`src/sv/hvd_pkg.sv`:
```
`timescale 1ns / 1ps
package hvd_pkg;

  localparam int ANGLE_WIDTH   = 32;
  localparam int DIST_WIDTH    = 29;
  localparam int CORDIC_STAGES = 28;

  // q30 angles always come out 33 bits wide whatever the input width
  localparam int Q30_W   = 33;
  localparam int DIFF_W  = 34;
  localparam int PROD_W  = 64;
  localparam int TRIG_W  = 34;
  localparam int ZW      = 34;
  localparam int VEC_W   = 35;
  localparam int SQ_W    = 64;
  localparam int SQRT_STEPS = 32;
  localparam int RADIUS_W   = 24;
  localparam int ZC_W       = 31;
  localparam int T_W        = ZC_W + RADIUS_W;
  localparam int M_W        = 66;
  localparam int D_W        = 32;
  localparam int SAT_W      = 41;

  localparam logic signed [31:0] TWO_OVER_PI = 32'sd683565276;
  localparam logic [29:0] CORDIC_GAIN = 30'd652032875;
  localparam logic [29:0] PI_Q28 = 30'd843314857;
  localparam logic [RADIUS_W-1:0] RADIUS_RESET = 24'd6371000;
  localparam logic [30:0] Q_ONE = 31'h4000_0000;

  localparam logic [31:0] ATAN_TURNS [40] = '{
    32'd536870912, 32'd316933406, 32'd167458907, 32'd85004756, 32'd42667331,
    32'd21354465, 32'd10679838, 32'd5340245, 32'd2670163, 32'd1335087,
    32'd667544, 32'd333772, 32'd166886, 32'd83443, 32'd41722, 32'd20861,
    32'd10430, 32'd5215, 32'd2608, 32'd1304, 32'd652, 32'd326, 32'd163,
    32'd81, 32'd41, 32'd20, 32'd10, 32'd5, 32'd3, 32'd1, 32'd1,
    32'd0, 32'd0, 32'd0, 32'd0, 32'd0, 32'd0, 32'd0, 32'd0, 32'd0
  };

  typedef struct packed {
    logic signed [TRIG_W-1:0] x;
    logic signed [TRIG_W-1:0] y;
    logic signed [ZW-1:0]     z;
    logic                     neg;
  } rot_t;

  typedef struct packed {
    logic [SQ_W-1:0] n;
    logic [SQ_W-1:0] res;
  } sqrt_t;

  typedef struct packed {
    logic signed [VEC_W-1:0] x;
    logic signed [VEC_W-1:0] y;
    logic signed [ZW-1:0]    z;
  } vec_t;

endpackage

```
`src/sv/hvd_rot_cell.sv`:
```
`timescale 1ns / 1ps
module hvd_rot_cell #(
  parameter int STAGE = 0
) (
  input  logic         clk,
  input  logic         en,
  input  hvd_pkg::rot_t d,
  output hvd_pkg::rot_t q
);

  localparam logic signed [hvd_pkg::ZW-1:0] ATAN = hvd_pkg::ZW'(hvd_pkg::ATAN_TURNS[STAGE]);

  hvd_pkg::rot_t q_next;
  logic signed [hvd_pkg::TRIG_W-1:0] xs;
  logic signed [hvd_pkg::TRIG_W-1:0] ys;

  always_comb begin
    xs = $signed(d.x) >>> STAGE;
    ys = $signed(d.y) >>> STAGE;
    q_next.neg = d.neg;
    if (!d.z[hvd_pkg::ZW-1]) begin
      q_next.x = d.x - ys;
      q_next.y = d.y + xs;
      q_next.z = d.z - ATAN;
    end else begin
      q_next.x = d.x + ys;
      q_next.y = d.y - xs;
      q_next.z = d.z + ATAN;
    end
  end

  always_ff @(posedge clk) begin
    if (en) begin
      q <= q_next;
    end
  end

endmodule

```
`config.mk`:
```
export PLATFORM = sky130hd
export DESIGN_NAME = hvd_rot_cell
export DESIGN_NICKNAME = d
export VERILOG_FILES = /design/src/sv/hvd_pkg.sv /design/src/sv/hvd_rot_cell.sv
export SDC_FILE = /design/constraint.sdc
export NUM_CORES = 1
export LEC_CHECK = 0
export ABC_AREA = 1
export BUFFER_PORTS_ARGS = -buffer_cell sky130_fd_sc_hd__buf_4
export CAP_MARGIN = 20
export CORE_MARGIN = 2
export CORE_UTILIZATION = 30
export CTS_CLUSTER_DIAMETER = 80
export DETAILED_ROUTE_END_ITERATION = 12
export GPL_TIMING_DRIVEN = 0
export HOLD_SLACK_MARGIN = 0.12
export PLACE_DENSITY = 0.48
export SLEW_MARGIN = 25
export SYNTH_ARGS = -nofsm -noshare
export SYNTH_HDL_FRONTEND = slang
export SYNTH_SLANG_ARGS = --single-unit
```
`constraint.sdc`:
```
create_clock -name clk -period 2.63 [get_ports clk]
set_clock_uncertainty 0.05 [all_clocks]
set_input_delay 0.526 -clock clk [delete_from_list [all_inputs] [get_ports clk]]
set_output_delay 0.526 -clock clk [all_outputs]
set_load 0.05 [all_outputs]
```
==> impl_metrics.toml <==
[run_status]
status = "finished clean"

[global_route]
grt_max_degree = 103
grt_pass1_wl_mm = 61.7
overflow = 0
grt_pass1_vias = 10800
antenna_found_initial = 0
grtUsageTotal = 0.228

[yosys]
synth_seq_cells = 102
yosys-top-cells-area = "edfxtp_1 (29%), nand2_1 (16%), ha_1 (12%)"
syn_inst = 1570
yosysTopAreaCell = "edfxtp_1"
syn_area_per_cell_sq_um = 6.72
synthesis.nets = 1781
synth_edf_count = 102
yosys_warnings = 0
synth_top_flop_cell = "edfxtp_1"
synth_area_sq_mm = 0.0105
synth_cell_types = 42
async_flop_share = 0
ys_seq_area_frac = 0.290
synth_top_area_frac = 0.290

[timing]
worstMarginPinSlew_ns = 1.04
fin_crit_sh = 0.990
rsz0062_at_grt = "no"
hold_viol_final = 0
slew_headroom = 0.308
min_period_ns = 2.60
final_max_slew_viol_count = 0
final.setup.tns_ns = 0
holdWs_ns = 0.265
max_freq_ghz = 0.384
setup_viol = 0

[hold_path]
min_path_cells = 1
hold_path_end = "q[11]"
hp-class = "in2reg"
hp-start = "d[11]"

[cells_and_area]
area_growth_syn_to_layout_pct = 23.3
drive_gt1_frac = 0.166
largest_reg_flops = 102
layout_commonest_cell = "nand2_1"
fin_area_sq_mm = 0.0130
final_nets = 1998
layout_common_cells = "nand2_1 (456), inv_1 (232), buf_4 (219)"
top_register = "q"
reg_top3 = "q: 102 flops"

[routing]
num_vias = 10900
viasPerCell = 4.86
drtIter0Drc = 687
drc = 0
finalWirelength_mm = 41.7
ant_nets = 0
wl_per_cell_microns = 18.5
first_pass_iters = 5

[placed_design]
dpl-instance-area_sq_mm = 0.0127
finalWeightedCongestion = 0.937
port_buffers = 206
dpl.hpwl_mm = 34.5

[worst_setup_path]
required_ns = 2.71
end_kind = "flip-flop"
worst-path-max-fanout = 4
worstPathArrival_ns = 2.68
critPathLaunchType = "primary input"
critPathKind = "in2reg"

[clocking]
clockBufferDepth = 2
cts-root-buf = "clkbuf_16"
cts_setup_buffers = 0
clkTransAtPathRegs_ns = 0.08
cts-buffers-inserted = 9
cts_hold_buffers = 0
htreeDepth = 3
cts_tree = "yes"
cts.sinks = 102

[floorplanning]
die_area_sq_mm = 0.0367
core_sq_mm = 0.0345
rows = 68
io-pin-count = 208
start_util = 0.305
die_h_microns = 191
fp.dieW_microns = 191

[pwr]
worst_ir_drop_vdd_uv = 332
power.density_mw_per_mm2 = 516
power.leakage_uw = 0.00652
power_uw = 6710

[run]
drv_cap = 0
==> cell families after synthesis <==
kind of cell             Yosys count  share of synthesized area
AO/OA/AOI/OAI                    239                      0.124
XOR/XNOR                          27                     0.0224
adder cells (fa/ha/maj)          106                      0.129
buffers and inverters            283                      0.110
flip-flops                       102                      0.290
AND/OR/NAND/NOR                  813                      0.325
==> power by group <==
| group | total [uW] | leakage [uW] | internal, uW | switching [uW] |
|---|---|---|---|---|
| clock network | 1490 | 0.000146 | 756 | 734 |
| registers | 2100 | 0.000997 | 2050 | 56.2 |
| logic | 3120 | 0.00538 | 916 | 2200 |
==> synthesized netlist by cell type, types with 5 or more instances <==
master and instances:
edfxtp_1 102, o21bai_1 14, a21o_1 6, nand3_1 164, buf_2 13, xor2_1 27, o21ai_0 83, nand4_1 13
a21oi_2 7, clkbuf_1 12, nand2_1 456, inv_1 232, nor2_2 6, nor2_1 135, o21ai_1 9, ha_1 102
nand2_2 6, o22ai_1 5, nor3_1 12, a21oi_1 104, buf_4 14
==> worst max-delay path by stage <==
stage	start	to	slack (ns)	cells after the start
2_1_floorplan	d[34]	q[33]	0.35	8
3_3_place_gp	d[34]	q[33]	-0.47	8
3_5_place_dp	d[34]	q[33]	-0.52	8
4_1_cts	d[35]	q[97]	0.07	12
5_1_grt	d[35]	q[97]	0.001	12
6_report	d[35]	q[97]	0.03	12
==> per-layer routing <==
metal,GRT usage,part of all wire,vias up
li1,-,-,5516
met1,0.317,0.48,5064
met2,0.361,0.44,303
met3,0.0292,0.050,42
met4,0.0805,0.026,0
met5,0,0,-
==> what timing repair did <==
action,in CTS,in global routing
gates resized for setup,1,8
hold endpoints to repair,0,0
endpoints found under the setup margin,1,18
==> metrics by stage <==
step,setup WS (ns),std cells,utilization
floorplan,0.352,1570,-
global placement,-0.466,2231,0.367
detailed placement,-0.522,2231,0.367
CTS,0.0683,2247,0.376
global route,0.00134,2247,0.376
finish,0.0275,2248,0.376
==> worst max-delay path, stage by stage <==
cell	delay [ns]
buf_4	0.12
ha_1	0.27
fa_1	0.45
nand2_1	0.09
nand3_1	0.15
and2_2	0.27
nand2_1	0.07
nand3_1	0.18
nand2_1	0.17
nand4_1	0.13
nand3_1	0.15
nand2_1	0.10
==> area by class of cell <==
type,instances,area (sq um)
buffer,46,275
fill,3777,21500
sequential,102,3060
clock inverter,6,75.1
clock buffer,10,229
antenna,1,2.50
tap,455,569
inverter,237,890
multi-input combinational,1185,6350
timing repair buffer,206,1550
(Power assumes the default switching activity.)
