<file path="config.mk">
export PLATFORM = sky130hd
export DESIGN_NAME = hvd_vec_cell
export DESIGN_NICKNAME = d
export VERILOG_FILES = /design/src/sv/hvd_pkg.sv /design/src/sv/hvd_vec_cell.sv
export SDC_FILE = /design/constraint.sdc
export NUM_CORES = 1
export LEC_CHECK = 0
export BUFFER_PORTS_ARGS = -buffer_cell sky130_fd_sc_hd__buf_4
export CAP_MARGIN = 20
export CORE_AREA = 4 4 142 144
export CTS_CLUSTER_SIZE = 40
export DETAILED_ROUTE_END_ITERATION = 12
export DIE_AREA = 0 0 146 148
export HOLD_SLACK_MARGIN = 0.03
export PLACE_DENSITY = 0.77
export SYNTH_ARGS = -nofsm -noshare
export SYNTH_HDL_FRONTEND = slang
export SYNTH_SLANG_ARGS = --single-unit
</file>
<file path="constraint.sdc">
create_clock -name clk -period 8.5 [get_ports clk]
set_input_delay 1.7 -clock clk [delete_from_list [all_inputs] [get_ports clk]]
set_output_delay 1.7 -clock clk [all_outputs]
set_load 0.02 [all_outputs]
</file>
<file path="src/sv/hvd_pkg.sv">
`timescale 1ns / 1ps
package hvd_pkg;

  localparam int ANGLE_WIDTH   = 32;
  localparam int DIST_WIDTH    = 29;
  localparam int CORDIC_STAGES = 28;

  // q30 angles always come out 33 bits wide whatever the input width
  localparam int Q30_W   = 33;
  localparam int DIFF_W  = 34;
  localparam int PROD_W  = 64;
  localparam int TRIG_W  = 34;
  localparam int ZW      = 34;
  localparam int VEC_W   = 35;
  localparam int SQ_W    = 64;
  localparam int SQRT_STEPS = 32;
  localparam int RADIUS_W   = 24;
  localparam int ZC_W       = 31;
  localparam int T_W        = ZC_W + RADIUS_W;
  localparam int M_W        = 66;
  localparam int D_W        = 32;
  localparam int SAT_W      = 41;

  localparam logic signed [31:0] TWO_OVER_PI = 32'sd683565276;
  localparam logic [29:0] CORDIC_GAIN = 30'd652032875;
  localparam logic [29:0] PI_Q28 = 30'd843314857;
  localparam logic [RADIUS_W-1:0] RADIUS_RESET = 24'd6371000;
  localparam logic [30:0] Q_ONE = 31'h4000_0000;

  localparam logic [31:0] ATAN_TURNS [40] = '{
    32'd536870912, 32'd316933406, 32'd167458907, 32'd85004756, 32'd42667331,
    32'd21354465, 32'd10679838, 32'd5340245, 32'd2670163, 32'd1335087,
    32'd667544, 32'd333772, 32'd166886, 32'd83443, 32'd41722, 32'd20861,
    32'd10430, 32'd5215, 32'd2608, 32'd1304, 32'd652, 32'd326, 32'd163,
    32'd81, 32'd41, 32'd20, 32'd10, 32'd5, 32'd3, 32'd1, 32'd1,
    32'd0, 32'd0, 32'd0, 32'd0, 32'd0, 32'd0, 32'd0, 32'd0, 32'd0
  };

  typedef struct packed {
    logic signed [TRIG_W-1:0] x;
    logic signed [TRIG_W-1:0] y;
    logic signed [ZW-1:0]     z;
    logic                     neg;
  } rot_t;

  typedef struct packed {
    logic [SQ_W-1:0] n;
    logic [SQ_W-1:0] res;
  } sqrt_t;

  typedef struct packed {
    logic signed [VEC_W-1:0] x;
    logic signed [VEC_W-1:0] y;
    logic signed [ZW-1:0]    z;
  } vec_t;

endpackage

</file>
<file path="src/sv/hvd_vec_cell.sv">
`timescale 1ns / 1ps
module hvd_vec_cell #(
  parameter int STAGE = 0
) (
  input  logic          clk,
  input  logic          en,
  input  hvd_pkg::vec_t d,
  output hvd_pkg::vec_t q
);

  localparam logic signed [hvd_pkg::ZW-1:0] ATAN = hvd_pkg::ZW'(hvd_pkg::ATAN_TURNS[STAGE]);

  hvd_pkg::vec_t q_next;
  logic signed [hvd_pkg::VEC_W-1:0] xs;
  logic signed [hvd_pkg::VEC_W-1:0] ys;

  always_comb begin
    xs = $signed(d.x) >>> STAGE;
    ys = $signed(d.y) >>> STAGE;
    if ($signed(d.y) > 0) begin
      q_next.x = d.x + ys;
      q_next.y = d.y - xs;
      q_next.z = d.z + ATAN;
    end else begin
      q_next.x = d.x - ys;
      q_next.y = d.y + xs;
      q_next.z = d.z - ATAN;
    end
  end

  always_ff @(posedge clk) begin
    if (en) begin
      q <= q_next;
    end
  end

endmodule

</file>
==> flow_metrics.py <==
metrics = {
    "run_status": {
        "outcome": "finished clean",
    },
    "power_and_ir_drop": {
        "leakage_nw": 4.98,
        "p_per_area_mw_per_mm2": 164,
        "seqPwrFrac": 0.363,
        "internal-power_mw": 1.16,
        "switching_power_uw": 709,
        "clkPwrFrac": 0.226,
        "max-vdd-ir-drop_mv": 0.0944,
        "p_sw_frac": 0.379,
        "power_frac_comb": 0.411,
    },
    "yosys": {
        "syn-num-nets": 1294,
        "synthCells": 1077,
        "ys_async_sr_fraction": 0,
        "synth_xor_area_frac": 0.0673,
        "synth.avg_cell_area_sq_um": 8.69,
        "ys_ff_latch": 103,
        "synthAdderAreaFrac": 0.152,
        "ys_warn_count": 0,
        "synth_area_sq_mm": 0.00936,
        "ys_seq_area_frac": 0.330,
        "synth_top_family_by_area": "compound AO/OA/AOI/OAI gates",
        "synth_edf_count": 103,
        "synth-compound-area-share": 0.235,
        "synth_mux_area_frac": 0.0150,
        "synth-simple-area-share": 0.140,
        "ys.flop_type": "edfxtp_1",
        "yosysUniqueCellTypes": 68,
    },
    "sta": {
        "whs_ns": 1.51,
        "slew_headroom": 0.441,
        "finalSetupViolCount": 0,
        "final.setup.tns_ns": 0,
        "fmax_mhz": 209,
        "worst_pin_slew_ns": 0.828,
        "finalMaxSlewViolations": 0,
        "fin_crit_sh": 0.563,
        "fin_crit_ns": 4.79,
        "layout_setup_ws_ns": 3.71,
        "rsz0062_at_grt": "false",
        "hold_viol": 0,
    },
    "detailed_routing": {
        "via_per_inst": 6.12,
        "ant_nets": 0,
        "dr_total_vias": 9154,
        "drt_pass1_iterations": 8,
        "wirelength_mm": 30.9,
        "drt_iter0_markers": 935,
        "drc_errors": 0,
        "avgRoutedWirePerCell_microns": 20.6,
    },
    "die": {
        "rows": 50,
        "die-area_sq_mm": 0.0216,
        "io-pin-count": 210,
        "fp.dieW_microns": 146,
        "start_util": 0.501,
        "dieHeight_microns": 148,
        "core_sq_mm": 0.0187,
    },
    "global_routing": {
        "antenna_found_initial": 0,
        "use_met1": 0.369,
        "grt_pass1_wl_mm": 48.1,
        "grt_start_max_net_pins": 59,
        "busiest_layer": "met2",
        "first_global_vias": 8938,
        "grtUsageMet2": 0.444,
        "gr-usage-met3": 0.0616,
        "track_usage": 0.276,
        "grt_remaining_overflow": 0,
    },
    "worst_hold_path": {
        "holdPathStages": 1,
        "worstHoldPathType": "input pin to register",
    },
    "layout": {
        "area_growth_pct": 21.4,
        "largest_reg_flops": 103,
        "drive_above_1_share": 0.196,
        "fillers": 1688,
        "top_register": "q",
        "reg_top3": "q (103)",
        "num-nets-final": 1473,
        "antenna_cells": 0,
        "finish.instance_area_sq_mm": 0.0114,
    },
    "critical_path": {
        "slowest_stage": "o41ai_2",
        "arrival_ns": 4.90,
        "cp_num_buf_inv": 2,
        "cp-start-kind": "input pin",
        "worstPathMaxFanout": 5,
        "cp.required_ns": 8.61,
        "slowest_delay_ns": 0.57,
        "critical_path.top_delay_family": "compound AO/OA/AOI/OAI gates",
        "cp_cell_sequence": "buf_4 > ha_1 > inv_1 > fa_1 > nor2_1 > nor2_1 > o41ai_2 > a211oi_2 > o31ai_2 > a311o_1 > a311oi_1 > o21bai_1 > xnor2_1",
        "crit_type": "input pin to register",
        "endpoint_kind": "register",
        "critPathMostFrequentCell": "nor2_1",
        "path_depth": 13,
    },
    "clocking": {
        "numCtsBuffers": 9,
        "cts_hold_buf": 0,
        "cts_tree": "done",
        "cts_sinks": 103,
        "cts_root_buf": "clkbuf_16",
        "cts.clk_slew.worst_paths_ns": 0.08,
        "cts_resized": 0,
        "cts-htree-levels": 3,
        "clockBufferDepth": 2,
        "cts_setup_buffers": 0,
    },
    "run": {
        "maxCapViolations": 0,
    },
    "placed_design": {
        "place_congestion": 0.963,
        "hpwlAfterDp_mm": 24.1,
        "io_buffer_count": 209,
        "dpl_cell_area_sq_mm": 0.0111,
        "dp_slack_ns": 3.34,
    },
}
-- logic make-up (layout without fill, tap and decap cells) --
group                    after synthesis  after routing
adder cells (fa/ha/maj)              111            111
XOR/XNOR                              72             72
multiplexers                          14             14
flip-flops                           103            103
buffers and inverters                149            333
AND/OR/NAND/NOR                      279            279
AO/OA/AOI/OAI                        349            349
-- stage by stage --
| step | power (mW) | cells | utilization |
|---|---|---|---|
| 6_report | 1.87 | 1495 | 0.608 |
| 5_1_grt | 1.97 | 1495 | 0.608 |
| 4_1_cts | 1.87 | 1495 | 0.608 |
| 3_5_place_dp | 1.45 | 1479 | 0.592 |
| 3_3_place_gp | 1.44 | 1479 | 0.592 |
| 2_1_floorplan | 1.15 | 1077 | - |
-- worst paths after layout --
kind / startpoint / end / slack, ns
worst max-delay path: d[34] / q[66] / 3.71
worst min-delay path: d[21] / q[21] / 1.51
-- layout make-up --
type | instances | area, sq um | share of cell area
sequential | 103 | 3090 | 0.272
clock inverter | 7 | 66.3 | 0.00583
clock buffer | 9 | 225 | 0.0198
multi-input combinational | 825 | 5700 | 0.502
timing repair buffer | 213 | 1600 | 0.141
tap | 234 | 293 | 0.0258
inverter | 104 | 390 | 0.0343
-- synth_stat cells (9+ instances only) --
| cell type | instances | share of area |
|---|---|---|
| o21ai_0 | 47 | 0.025 |
| nor4_1 | 18 | 0.012 |
| o31ai_1 | 10 | 0.0080 |
| nor3_1 | 26 | 0.014 |
| edfxtp_1 | 103 | 0.33 |
| a211oi_1 | 11 | 0.0088 |
| xnor2_1 | 68 | 0.064 |
| nor2_1 | 82 | 0.033 |
| mux2i_1 | 14 | 0.015 |
| a21o_1 | 18 | 0.014 |
| nor2b_1 | 14 | 0.0094 |
| ha_1 | 107 | 0.14 |
| nand3_1 | 17 | 0.0091 |
| nand2_1 | 75 | 0.030 |
| o211ai_1 | 11 | 0.0088 |
| o21ai_1 | 10 | 0.0053 |
| nand4_1 | 13 | 0.0087 |
| o21bai_1 | 24 | 0.019 |
| a31oi_1 | 9 | 0.0060 |
| buf_1 | 11 | 0.0044 |
| inv_1 | 97 | 0.039 |
| a21oi_1 | 151 | 0.081 |
| clkbuf_1 | 27 | 0.011 |
| nand2b_1 | 9 | 0.0060 |
-- cells in the final DEF, fill, tap and decap left out, drive strengths merged, types with 11 or more instances in the layout --
master,n
buf,213
a21oi,151
ha,107
inv,105
edfxtp,103
nor2,82
nand2,75
xnor2,68
o21ai,57
nor3,26
o21bai,24
nor4,18
a21o,18
nand3,17
nor2b,14
mux2i,14
nand4,13
a211oi,13
o211ai,11
o31ai,11
-- layer usage --
layer  wire [microns]  vias up
met5                0        -
met4             1070        0
met3             2560       66
met2            13900      476
met1            13400     4362
li1                 -     4250
-- power groups by stage --
stage	Clock, mW	Sequential, mW	Combinational (mW)
2_1_floorplan	0	0.783	0.370
3_3_place_gp	0	0.689	0.751
3_5_place_dp	0	0.690	0.756
4_1_cts	0.429	0.679	0.760
5_1_grt	0.452	0.687	0.826
6_report	0.422	0.679	0.768
No activity file was read; power rests on OpenSTA's default activity.
