<file path="src/sv/hvd_pkg.sv">
`timescale 1ns / 1ps
package hvd_pkg;

  localparam int ANGLE_WIDTH   = 32;
  localparam int DIST_WIDTH    = 29;
  localparam int CORDIC_STAGES = 28;

  // q30 angles always come out 33 bits wide whatever the input width
  localparam int Q30_W   = 33;
  localparam int DIFF_W  = 34;
  localparam int PROD_W  = 64;
  localparam int TRIG_W  = 34;
  localparam int ZW      = 34;
  localparam int VEC_W   = 35;
  localparam int SQ_W    = 64;
  localparam int SQRT_STEPS = 32;
  localparam int RADIUS_W   = 24;
  localparam int ZC_W       = 31;
  localparam int T_W        = ZC_W + RADIUS_W;
  localparam int M_W        = 66;
  localparam int D_W        = 32;
  localparam int SAT_W      = 41;

  localparam logic signed [31:0] TWO_OVER_PI = 32'sd683565276;
  localparam logic [29:0] CORDIC_GAIN = 30'd652032875;
  localparam logic [29:0] PI_Q28 = 30'd843314857;
  localparam logic [RADIUS_W-1:0] RADIUS_RESET = 24'd6371000;
  localparam logic [30:0] Q_ONE = 31'h4000_0000;

  localparam logic [31:0] ATAN_TURNS [40] = '{
    32'd536870912, 32'd316933406, 32'd167458907, 32'd85004756, 32'd42667331,
    32'd21354465, 32'd10679838, 32'd5340245, 32'd2670163, 32'd1335087,
    32'd667544, 32'd333772, 32'd166886, 32'd83443, 32'd41722, 32'd20861,
    32'd10430, 32'd5215, 32'd2608, 32'd1304, 32'd652, 32'd326, 32'd163,
    32'd81, 32'd41, 32'd20, 32'd10, 32'd5, 32'd3, 32'd1, 32'd1,
    32'd0, 32'd0, 32'd0, 32'd0, 32'd0, 32'd0, 32'd0, 32'd0, 32'd0
  };

  typedef struct packed {
    logic signed [TRIG_W-1:0] x;
    logic signed [TRIG_W-1:0] y;
    logic signed [ZW-1:0]     z;
    logic                     neg;
  } rot_t;

  typedef struct packed {
    logic [SQ_W-1:0] n;
    logic [SQ_W-1:0] res;
  } sqrt_t;

  typedef struct packed {
    logic signed [VEC_W-1:0] x;
    logic signed [VEC_W-1:0] y;
    logic signed [ZW-1:0]    z;
  } vec_t;

endpackage

</file>
<file path="src/sv/hvd_sqrt_cell.sv">
`timescale 1ns / 1ps
module hvd_sqrt_cell #(
  parameter int STEP = 0
) (
  input  logic           clk,
  input  logic           en,
  input  hvd_pkg::sqrt_t d,
  output hvd_pkg::sqrt_t q
);

  localparam logic [hvd_pkg::SQ_W-1:0] BIT = hvd_pkg::SQ_W'(1) << (62 - 2 * STEP);

  hvd_pkg::sqrt_t q_next;
  logic [hvd_pkg::SQ_W-1:0] trial;

  always_comb begin
    trial = d.res + BIT;
    if (d.n >= trial) begin
      q_next.n   = d.n - trial;
      q_next.res = (d.res >> 1) + BIT;
    end else begin
      q_next.n   = d.n;
      q_next.res = d.res >> 1;
    end
  end

  always_ff @(posedge clk) begin
    if (en) begin
      q <= q_next;
    end
  end

endmodule

</file>
<file path="config.mk">
export PLATFORM = sky130hd
export DESIGN_NAME = hvd_sqrt_cell
export DESIGN_NICKNAME = d
export VERILOG_FILES = /design/src/sv/hvd_pkg.sv /design/src/sv/hvd_sqrt_cell.sv
export SDC_FILE = /design/constraint.sdc
export NUM_CORES = 1
export LEC_CHECK = 0
export BUFFER_PORTS_ARGS = -buffer_cell sky130_fd_sc_hd__buf_2
export CAP_MARGIN = 20
export CORE_MARGIN = 4
export CORE_UTILIZATION = 45
export DETAILED_ROUTE_END_ITERATION = 6
export PLACE_DENSITY = 0.71
export SLEW_MARGIN = 20
export SYNTH_ARGS = -nofsm -noshare
export SYNTH_HDL_FRONTEND = slang
export SYNTH_SLANG_ARGS = --single-unit
</file>
<file path="constraint.sdc">
create_clock -name clk -period 3.7 [get_ports clk]
set_input_delay 0.185 -clock clk [delete_from_list [all_inputs] [get_ports clk]]
set_output_delay 0.185 -clock clk [all_outputs]
set_load 0.02 [all_outputs]
</file>
==> results.sh, run 1 <==
export IMPL_summed_negative_setup_slack_over_all_endpoints_ns=0
export IMPL_timing_critical_path_from_type="input pin"
export IMPL_yosys_warnings=0
export IMPL_worst_path_max_fanout=5
export IMPL_setup_viol=0
export IMPL_placement_io_buffers=257
export IMPL_reg_largest_list="q (128)"
export IMPL_cp_end_kind="register"
export IMPL_die_height_um=146
export IMPL_max_slew_margin_rel=0.594
export IMPL_effective_utilization_at_floorplan=0.459
export IMPL_detail_route_wirelength_met1_um=10800
export IMPL_root_buffer_cell="clkbuf_16"
export IMPL_layout_drive_gt1_share=0.272
export IMPL_grt_max_degree=67
export IMPL_total_leakage_power_nw=5.30
export IMPL_syn_area_um2=8610
export IMPL_drt_wirelength_per_cell_um=16.9
export IMPL_num_nets_final=1399
export IMPL_first_pass_grt_wire_length_um=38700
export IMPL_top_register="q"
export IMPL_detailroute_via_count=7777
export IMPL_initial_antenna_violation_count=1
export IMPL_cp_arrival_ns=3.69
export IMPL_synth_ff_type="edfxtp_1"
export IMPL_core_area_um2=18800
export IMPL_worst_ir_drop_vdd_mv=0.334
export IMPL_postRouteAntennaNets=0
export IMPL_regArea_um2=3840
export IMPL_outcome="finished, final reports clean"
export IMPL_clkSlewWorstSetupHoldPaths_ns=0.06
export IMPL_tritoncts="done"
export IMPL_met3_routed_wirelength_um=1720
export IMPL_row_count=50
export IMPL_syn_nets=1080
export IMPL_ys_types=58
export IMPL_max_cap_viol_count=0
export IMPL_maxUsedRoutingLayer="met4"
export IMPL_drt_iter0_drc=417
export IMPL_globalRoute_totalOverflow=0
export IMPL_cts_htree_levels=4
export IMPL_layout_commonest_cell="buf_2"
export IMPL_synth_seq_area_share=0.446
export IMPL_ys_async_sr_fraction=0
export IMPL_clk_path_buf_depth=2
export IMPL_synthToLayoutAreaGrowth_pct=33.4
export IMPL_chipWidth_um=146
export IMPL_critical_path_required_ns=3.87
export IMPL_synth_seq_cells=128
export IMPL_synthCells=885
export IMPL_holdCritPathClass="in2reg"
export IMPL_gpl_final_weighted_congestion=0.871
export IMPL_post_route_worst_setup_slack_ns=0.174
export IMPL_cts_num_sinks=128
export IMPL_n_fill_cell=1555
export IMPL_finalHoldViolations=0
export IMPL_vias_per_cell=5.36
export IMPL_crit_path_time_final_ns=3.53
export IMPL_met2_wirelength_um=11500
export IMPL_hold_ws_ns=0.0536
export IMPL_setup_worst_path_class="in2reg"
export IMPL_multi_input_area_um2=4380
export IMPL_cts_buffers=17
export IMPL_slew_violations=0
export IMPL_dr_drc_count=0
export IMPL_syn_mean_instance_area_um2=9.73
export IMPL_yosys_area_top_type="edfxtp_1"
export IMPL_die_area_um2=21400
export IMPL_yosys_top_cell_area_share=0.446
export IMPL_dpl_cell_area_um2=10200
export IMPL_io_pins=258
export IMPL_p_per_area_nw_per_um2=447
export IMPL_dr_pass1_iters=6
export IMPL_synth_edff_count=128
export IMPL_fin_area_um2=11500
export IMPL_final_period_utilization=0.953
export IMPL_timing_worst_slew_pin_value_ns=0.609
export IMPL_netlist_top_cells_area="edfxtp_1 45%, ha_1 9.3%, a21oi_1 6.5%"
export IMPL_largest_register_ffs=128
export IMPL_most_used_cells_in_the_layout_excluding_fill_and_tap_cells="256 x buf_2, 128 x edfxtp_1, 111 x a21oi_1"
export IMPL_max_freq_ghz=0.284
export IMPL_dp_hpwl_um=18200
export IMPL_first_global_vias=7721
export IMPL_wirelength_um=24500
export IMPL_global_route_usage_total=0.222
export IMPL_preCtsSetupSlack_ns=0.0367
==> per-layer routing <==
metal / up-vias / GRT usage
met2: 293 / 0.370
met3: 30 / 0.0565
met5: - / 0
li1: 3884 / -
met4: 0 / 0.0649
met1: 3570 / 0.287
==> synthesized netlist by cell type, types with 10 or more instances <==
library cell / number
o21bai_1: 11
buf_2: 11
a21o_1: 49
a21oi_1: 111
and2_1: 10
inv_1: 78
xnor2_1: 36
ha_1: 64
nor2b_1: 10
nand2_1: 52
nor3_1: 11
clkbuf_1: 25
edfxtp_1: 128
nand4_1: 18
mux2_2: 10
o21ai_0: 40
nand3_1: 14
xor2_1: 20
and3_1: 13
nor2_1: 82
==> per-stage QoR <==
| stage | power (mW) | utilization | std cells |
|---|---|---|---|
| after floorplan | 2.85 | - | 885 |
| after global placement | 3.32 | 0.542 | 1354 |
| after detailed placement | 3.34 | 0.542 | 1354 |
| after CTS | 5.12 | 0.606 | 1447 |
| after global routing | 5.37 | 0.612 | 1452 |
| final | 5.14 | 0.612 | 1452 |
==> cell type report <==
cell class	instances	share of cell area
Multi-Input combinational cell	642	0.381
Sequential cell	128	0.335
Timing Repair Buffer	337	0.181
Clock buffer	17	0.0370
Inverter	78	0.0255
Tap cell	234	0.0255
Clock inverter	15	0.0146
Antenna cell	1	0.000218
==> critical path: stages <==
cell and delay (ns):
dlygate4sd3_1 0.52, buf_2 0.11, inv_1 0.04, ha_1 0.35, and2_1 0.18, nand3_1 0.15, or3_4 0.38, a41oi_1 0.33
a31oi_1 0.18, o21ai_1 0.37, a21oi_1 0.13, buf_4 0.19, o21ai_0 0.19, buf_4 0.17, xnor2_1 0.12, a21oi_1 0.10
==> timing repair <==
action | CTS | global route
setup buffers | 0 | 2
gates resized for setup | 0 | 12
setup endpoints to repair | 0 | 65
hold buffers | 61 | 1
hold endpoints to repair | 61 | 1
==> report_power, final <==
group / total [mW] / internal, mW / switching (mW) / leakage [nW]
clock: 1.74 / 1.05 / 0.682 / 0.288
combinational: 1.54 / 0.618 / 0.926 / 3.76
sequential: 1.85 / 1.81 / 0.0431 / 1.25
==> cell families after synthesis <==
group	Yosys count	synth area share
compound gates	272	0.198
simple gates	234	0.132
flops	128	0.446
buf+inv	115	0.0519
fa+ha+maj	65	0.0953
xor+xnor	56	0.0570
mux	15	0.0195
==> worst paths after layout <==
| kind | startpoint | to | depth (start not counted) |
|---|---|---|---|
| max | d[15] | q[120] | 16 |
| min | d[67] | q[67] | 2 |
Power figures use the tool's default switching activity.
==> run 2, diff against run 1 <==
==> constraint.sdc (replaced) <==
create_clock -name clk -period 3.7 [get_ports clk]
set_input_delay 0.37 -clock clk [delete_from_list [all_inputs] [get_ports clk]]
set_output_delay 0.37 -clock clk [all_outputs]
set_load 0.02 [all_outputs]
==> results.sh, run 2 (synthesized netlist as in run 1, its figures left out) <==
export IMPL_chipWidth_um=146
export IMPL_fin_area_um2=10800
export IMPL_drt_iter0_drc=430
export IMPL_vias_per_cell=5.41
export IMPL_preCtsSetupSlack_ns=-0.0342
export IMPL_placement_io_buffers=257
export IMPL_die_height_um=146
export IMPL_effective_utilization_at_floorplan=0.459
export IMPL_number_of_hold_repair_buffers_added_at_the_cts_stage=0
export IMPL_maxUsedRoutingLayer="met5"
export IMPL_cts_htree_levels=4
export IMPL_finalHoldViolations=0
export IMPL_setup_viol=0
export IMPL_most_used_cells_in_the_layout_excluding_fill_and_tap_cells="256 x buf_2, 128 x edfxtp_1, 111 x a21oi_1"
export IMPL_clk_path_buf_depth=2
export IMPL_clkSlewWorstSetupHoldPaths_ns=0.06
export IMPL_worst_path_max_fanout=5
export IMPL_critical_path_required_ns=3.95
export IMPL_die_area_um2=21400
export IMPL_total_leakage_power_nw=5.06
export IMPL_setup_worst_path_class="in2reg"
export IMPL_initial_antenna_violation_count=2
export IMPL_p_per_area_nw_per_um2=463
export IMPL_tritoncts="done"
export IMPL_wirelength_um=23700
export IMPL_dp_hpwl_um=18500
export IMPL_first_global_vias=7616
export IMPL_dr_drc_count=0
export IMPL_final_core_util=0.578
export IMPL_detail_route_wirelength_met1_um=10600
export IMPL_detailroute_via_count=7556
export IMPL_max_freq_ghz=0.302
export IMPL_top_register="q"
export IMPL_timing_worst_slew_pin_value_ns=0.744
export IMPL_globalRoute_totalOverflow=0
export IMPL_final_period_utilization=0.894
export IMPL_slew_violations=0
export IMPL_met3_routed_wirelength_um=1270
export IMPL_post_route_worst_setup_slack_ns=0.393
export IMPL_crit_path_time_final_ns=3.31
export IMPL_postRouteAntennaNets=0
export IMPL_cp_end_kind="register"
export IMPL_grt_setup_unrepaired="false"
export IMPL_reg_largest_list="q (128)"
export IMPL_drt_wirelength_per_cell_um=17.0
export IMPL_largest_register_ffs=128
export IMPL_postCtsResizedCells=0
export IMPL_core_area_um2=18800
export IMPL_max_cap_viol_count=0
export IMPL_row_count=50
export IMPL_cts_num_sinks=128
export IMPL_layout_drive_gt1_share=0.285
export IMPL_root_buffer_cell="clkbuf_16"
export IMPL_cts_buffers=17
export IMPL_grt_max_degree=78
export IMPL_first_pass_grt_wire_length_um=38000
export IMPL_met2_wirelength_um=11300
export IMPL_dr_pass1_iters=5
export IMPL_io_pins=258
export IMPL_cp_arrival_ns=3.56
export IMPL_layout_commonest_cell="buf_2"
export IMPL_insertedDiodeCount=0
export IMPL_hold_ws_ns=0.142
export IMPL_num_nets_final=1347
export IMPL_worst_ir_drop_vdd_mv=0.302
export IMPL_synthToLayoutAreaGrowth_pct=25.9
export IMPL_gpl_final_weighted_congestion=0.907
export IMPL_max_slew_margin_rel=0.504
export IMPL_dpl_cell_area_um2=10300
export IMPL_holdCritPathClass="in2reg"
export IMPL_outcome="finished, final reports clean"
export IMPL_timing_critical_path_from_type="input pin"
export IMPL_cts_post_setup_buffers_inserted=0
export IMPL_global_route_usage_total=0.218
export IMPL_power_total_mw=5.02
-- run 2: worst max-delay path: stages --
cell and delay, ns:
buf_2 0.10, inv_1 0.05, ha_1 0.17, fa_1 0.20
nand2b_1 0.13, a21oi_1 0.09, o41ai_1 0.61, nand4bb_1 0.25
a31oi_1 0.26, o21ai_1 0.13, a21oi_1 0.51, o21ai_0 0.17
buf_4 0.18, and4_1 0.19, nor3_1 0.15
-- run 2: path summary, 6_finish.rpt --
check	depth (start not counted)	from	endpoint	slack, ns
max	15	d[64]	q[124]	0.39
min	1	d[7]	q[6]	0.14
-- run 2: layout make-up --
class	count	area [um2]
Tap cell	234	293
Clock inverter	11	143
Fill cell	1673	7930
Timing Repair Buffer	285	1520
Multi-Input combinational cell	642	4320
Inverter	78	293
Clock buffer	19	433
Sequential cell	128	3840
-- run 2: through the flow --
stage	std cells	TNS, ns
finish	1397	0
global route	1397	0
CTS	1397	0
detailed placement	1367	-0.0657
global placement	1367	0
floorplan	885	0
-- run 2: report_power, final --
| group | switching [mW] | internal (mW) | leakage, nW |
|---|---|---|---|
| clock | 0.628 | 1.05 | 0.280 |
| sequential | 0.0411 | 1.81 | 1.25 |
| combinational | 0.910 | 0.576 | 3.52 |
| total | 1.58 | 3.44 | 5.06 |
-- run 2: routing by layer --
layer  vias up  GRT usage
li1       3768          -
met1      3492      0.278
met5         -          0
met2       256      0.369
met4         4     0.0748
met3        36     0.0441
